**src/rtl/dsat_pkg.sv**
```systemverilog
// ---------------------------------------------------------------------------
// dsat_pkg
// shared widths, types and constants of the dsatur coloring unit
// ---------------------------------------------------------------------------
package dsat_pkg;

  localparam int MaxVertices = 64;
  localparam int VtxW        = 6;
  localparam int CntW        = 7;
  localparam int ColW        = 6;
  localparam int QueueDepth  = 2;

  typedef logic [VtxW-1:0]        vtx_t;
  typedef logic [CntW-1:0]        cnt_t;
  typedef logic [ColW-1:0]        col_t;
  typedef logic [MaxVertices-1:0] row_t;

  // classified item passed from the front part to the back part
  typedef struct packed {
    logic store;
    vtx_t a;
    vtx_t b;
    logic last;
  } cmd_t;

endpackage

```
**src/rtl/dsat_front.sv**
```systemverilog
// ---------------------------------------------------------------------------
// dsat_front
// accepts edge items, drops self-loops and bare items unless they end the graph, queues commands
// ---------------------------------------------------------------------------
module dsat_front (
  input  logic               clk,
  input  logic               rst,
  input  logic               in_valid,
  output logic               in_ready,
  input  dsat_pkg::vtx_t     vertex_a,
  input  dsat_pkg::vtx_t     vertex_b,
  input  logic               edge_valid,
  input  logic               last_edge,
  output logic               cmd_valid,
  input  logic               cmd_ready,
  output dsat_pkg::cmd_t     cmd
);
  import dsat_pkg::*;

  cmd_t q [QueueDepth];
  logic wr_ptr;
  logic rd_ptr;
  logic [1:0] fill;
  logic push;
  logic pop;
  cmd_t cmd_in;

  assign in_ready  = (fill != 2'd2);
  assign cmd_valid = (fill != 2'd0);
  assign cmd       = q[rd_ptr];
  assign pop       = cmd_valid && cmd_ready;

  always_comb begin
    cmd_in.store = edge_valid && (vertex_a != vertex_b);
    cmd_in.a     = vertex_a;
    cmd_in.b     = vertex_b;
    cmd_in.last  = last_edge;
    push = in_valid && in_ready && (cmd_in.store || last_edge);
  end

  always_ff @(posedge clk) begin
    if (push) begin
      q[wr_ptr] <= cmd_in;
    end
    if (rst) begin
      wr_ptr <= 1'b0;
      rd_ptr <= 1'b0;
      fill   <= 2'd0;
    end else begin
      if (push) wr_ptr <= ~wr_ptr;
      if (pop) rd_ptr <= ~rd_ptr;
      fill <= fill + {1'b0, push} - {1'b0, pop};
    end
  end

endmodule

```
**config.mk**
```make
export PLATFORM = sky130hd
export DESIGN_NAME = dsat_front
export DESIGN_NICKNAME = d
export VERILOG_FILES = /design/src/rtl/dsat_pkg.sv /design/src/rtl/dsat_front.sv
export SDC_FILE = /design/constraint.sdc
export NUM_CORES = 1
export LEC_CHECK = 0
export ABC_AREA = 1
export BUFFER_PORTS_ARGS = -buffer_cell sky130_fd_sc_hd__buf_4
export CAP_MARGIN = 20
export CELL_PAD_IN_SITES_DETAIL_PLACEMENT = 1
export CELL_PAD_IN_SITES_GLOBAL_PLACEMENT = 1
export CORE_MARGIN = 2
export CORE_UTILIZATION = 35
export DETAILED_ROUTE_END_ITERATION = 6
export HOLD_SLACK_MARGIN = 0.05
export PLACE_DENSITY = 0.78
export RECOVER_POWER = 25
export SYNTH_ARGS = -nofsm -noshare
export SYNTH_HDL_FRONTEND = slang
export SYNTH_SLANG_ARGS = --single-unit
```
**constraint.sdc**
```tcl
create_clock -name clk -period 2.87 [get_ports clk]
set_input_delay 0.287 -clock clk [delete_from_list [all_inputs] [get_ports clk]]
set_output_delay 0.287 -clock clk [all_outputs]
set_load 0.01 [all_outputs]
```
==> impl_metrics.py <==
metrics = {
    "run_status": {
        "status": "completed",
    },
    "timing": {
        "clock_skew_ps": 2.947,
        "maxSlewHeadroom_pct": 56.00,
        "finalCritPeriodShare_pct": 66.50,
        "timing.hold.ws_ps": 168.9,
        "slew_violations": 0,
        "setup_viol": 0,
        "rsz0062_at_grt": "no",
        "hold_viol": 0,
        "fin_setup_tns_ps": 0,
        "setup_slack_ps": 961.5,
        "min_period_ps": 1909,
        "max_freq_ghz": 0.5240,
        "max_slew.worst_pin.slew_ps": 659.1,
    },
    "yosys": {
        "synth_seq_cells": 33,
        "synthXorXnorAreaFrac_pct": 0.6289,
        "syn_area_per_cell_um2": 12.43,
        "synth.distinct_cells": 15,
        "syn_area_um2": 1393,
        "ys_seq_area_share_pct": 67.57,
        "synth_top_family_by_area": "multiplexers",
        "synth_cells": 112,
        "syn_nets": 132,
        "yosys.area_share.simple_pct": 9.793,
        "yosys_warnings": 0,
        "synth_compound_area_share_pct": 2.695,
        "synth_fa_ha_area_share_pct": 1.797,
        "synth_mux_area_share_pct": 11.32,
    },
    "layout": {
        "post-route-util_pct": 46.39,
        "diodes": 0,
        "instances_no_fill": 199,
        "final_area_um2": 1737,
        "fillers": 437,
        "nNetsFinal": 172,
        "multiInputGateArea_um2": 365.4,
        "area_growth_syn_to_layout_pct": 24.71,
        "drive_gt1_share_pct": 31.13,
        "seqCellArea_um2": 940.9,
    },
    "floorplan": {
        "core-area_um2": 3744,
        "initial_core_util_pct": 37.20,
        "die_y_um": 67.08,
        "die_w_um": 67.08,
        "core.rowCount": 22,
        "die_area_um2": 4499,
        "io-pin-count": 34,
    },
    "clock_tree": {
        "clockBufferDepth": 2,
        "cts_max_level": 2,
        "cts_tree": "yes",
        "clkTransAtPathRegs_ps": 60,
        "postCtsSetupRepairBufs": 0,
        "clock_latency_ps": 280,
        "cts.sink_count": 33,
        "cts_resized": 0,
        "cts_buffers": 5,
        "cts_root_buf": "clkbuf_8",
        "cts_hold_buf": 0,
    },
    "placement": {
        "gp_congestion": 0.7207,
        "io_buffer_count": 33,
        "dp_hpwl_um": 2114,
        "dp_cells": 193,
        "pre_cts_slack_ps": 931.5,
        "placed_area_um2": 1700,
    },
    "worst_setup_path": {
        "endpoint_kind": "flip-flop",
        "max_stage_delay_ps": 400,
        "crit_chain": "inv_1 > a21boi_0 > nand2_1 > ha_1 > inv_1 > ha_1 > xnor2_1 > o21ai_0 > a21oi_1",
        "worstPathRequired_ps": 3030,
        "arrival_ps": 2070,
        "path_max_fanout": 3,
        "crit_path_top_delay_cell": "a21boi_0",
        "crit_type": "reg2reg",
        "critPathLaunchType": "flip-flop",
    },
    "power_and_ir_drop": {
        "p_total_mw": 1.344,
        "p_clk_share_pct": 23.1,
        "swShare_pct": 28.80,
        "vdd_ir_drop_max_mv": 0.2808,
        "seq_power_share_pct": 48.2,
        "leakagePower_nw": 0.7498,
        "internal_power_uw": 956.8,
        "power_density_nw_per_um2": 773.8,
        "p_sw_uw": 387.1,
        "pwr-share-comb_pct": 28.7,
    },
    "detailed_routing": {
        "drt_iter0_markers": 46,
        "drt-total-wl_um": 2785,
        "vias_per_cell": 4.563,
        "antenna_left": 0,
        "first_pass_iters": 4,
        "vias": 908,
        "drc": 0,
        "wl_per_cell_um": 13.99,
    },
    "global_route": {
        "use_met1_pct": 15.29,
        "met2_usage_pct": 26.49,
        "top_usage_layer": "met2",
        "grt_overflow": 0,
        "grt_pass1_vias": 973,
        "grt_max_degree": 15,
        "antenna_found_initial": 0,
        "grt_use_met3_pct": 5.405,
        "grt_pass1_wl_um": 4650,
        "grt_usage_pct": 14.86,
    },
    "job": {
        "maxCapViolCount": 0,
    },
    "worst_hold_path": {
        "hold_class": "in2reg",
    },
}
[synth_stat cells, drive strengths merged]
library cell,n,area share (%)
edfxtp,28,60
nand2,25,7.1
inv,21,5.7
mux2,14,11
nor2,6,1.6
dfxtp,5,7.2
a21oi,4,1.4
ha,2,1.8
nand3,2,1.1
o21ai,2,0.72
a21boi,1,0.54
buf,1,0.54
xnor2,1,0.63
[routing by layer]
layer / vias to the layer above / part of all wire [%]
met2: 28 / 53
met5: - / 0
met3: 4 / 6.0
li1: 446 / -
met1: 430 / 40
met4: 0 / 1.4
[layout by cell type (no fill, tap or decap)]
cell type,synthesis,routed
edfxtp_1,28,28
buf_4,1,24
nand2_1,23,23
inv_1,21,21
mux2_2,14,14
clkbuf_1,0,10
nor2_1,6,6
dfxtp_1,5,5
clkbuf_8,0,5
a21oi_1,4,4
nand2_2,2,2
o21ai_0,2,2
ha_1,2,2
nand3_1,1,1
a21boi_0,1,1
nand3_2,1,1
xnor2_1,1,1
clkinv_2,0,1
[sequential cells by signal, summed over array words and instances (netlist names), named ones only]
register	flops
q	28
rd_ptr	1
fill	2
wr_ptr	1
[layout make-up]
type / instances / share of cell area, %
Timing Repair Buffer: 34 / 12.54
Multi-Input combinational cell: 57 / 21.04
Tap cell: 48 / 3.458
Clock buffer: 5 / 3.963
Clock inverter: 1 / 0.2882
Inverter: 21 / 4.539
Sequential cell: 33 / 54.18
[worst max-delay path, delay by kind of cell, from the launching register on]
| family | cells | cell delay, ps |
|---|---|---|
| adders and majority gates | 2 | 470 |
| buffers and inverters | 2 | 110 |
| xor gates and xnor gates | 1 | 140 |
| AOI/OAI and AO/OA | 3 | 610 |
| DFF | 1 | 330 |
| and+or+nand+nor | 1 | 150 |
[kinds of logic after synthesis]
family / count (synthesis)
compound gates: 7
xor+xnor: 1
fa+ha+maj: 2
buf+inv: 22
flops: 33
mux: 14
simple gates: 33
[final timing paths]
check	from	to	slack, ps	cells after the start
worst max-delay path	fill[0]$_SDFF_PP0_	fill[1]$_SDFF_PP0_	960	9
worst min-delay path	rst	fill[0]$_SDFF_PP0_	170	2
worst max register to register	fill[0]$_SDFF_PP0_	fill[1]$_SDFF_PP0_	960	9
worst min register to register	rd_ptr$_SDFFE_PP0P_	flip-flop	460	1
[power by group through the flow]
stage | Combinational, mW | Sequential [mW] | Clock (mW)
2_1_floorplan | 0.240 | 0.631 | 0
3_3_place_gp | 0.382 | 0.654 | 0
3_5_place_dp | 0.401 | 0.658 | 0
4_1_cts | 0.403 | 0.649 | 0.326
5_1_grt | 0.435 | 0.657 | 0.352
6_report | 0.386 | 0.647 | 0.311
Note: power is estimated with default switching activity, not from simulation.
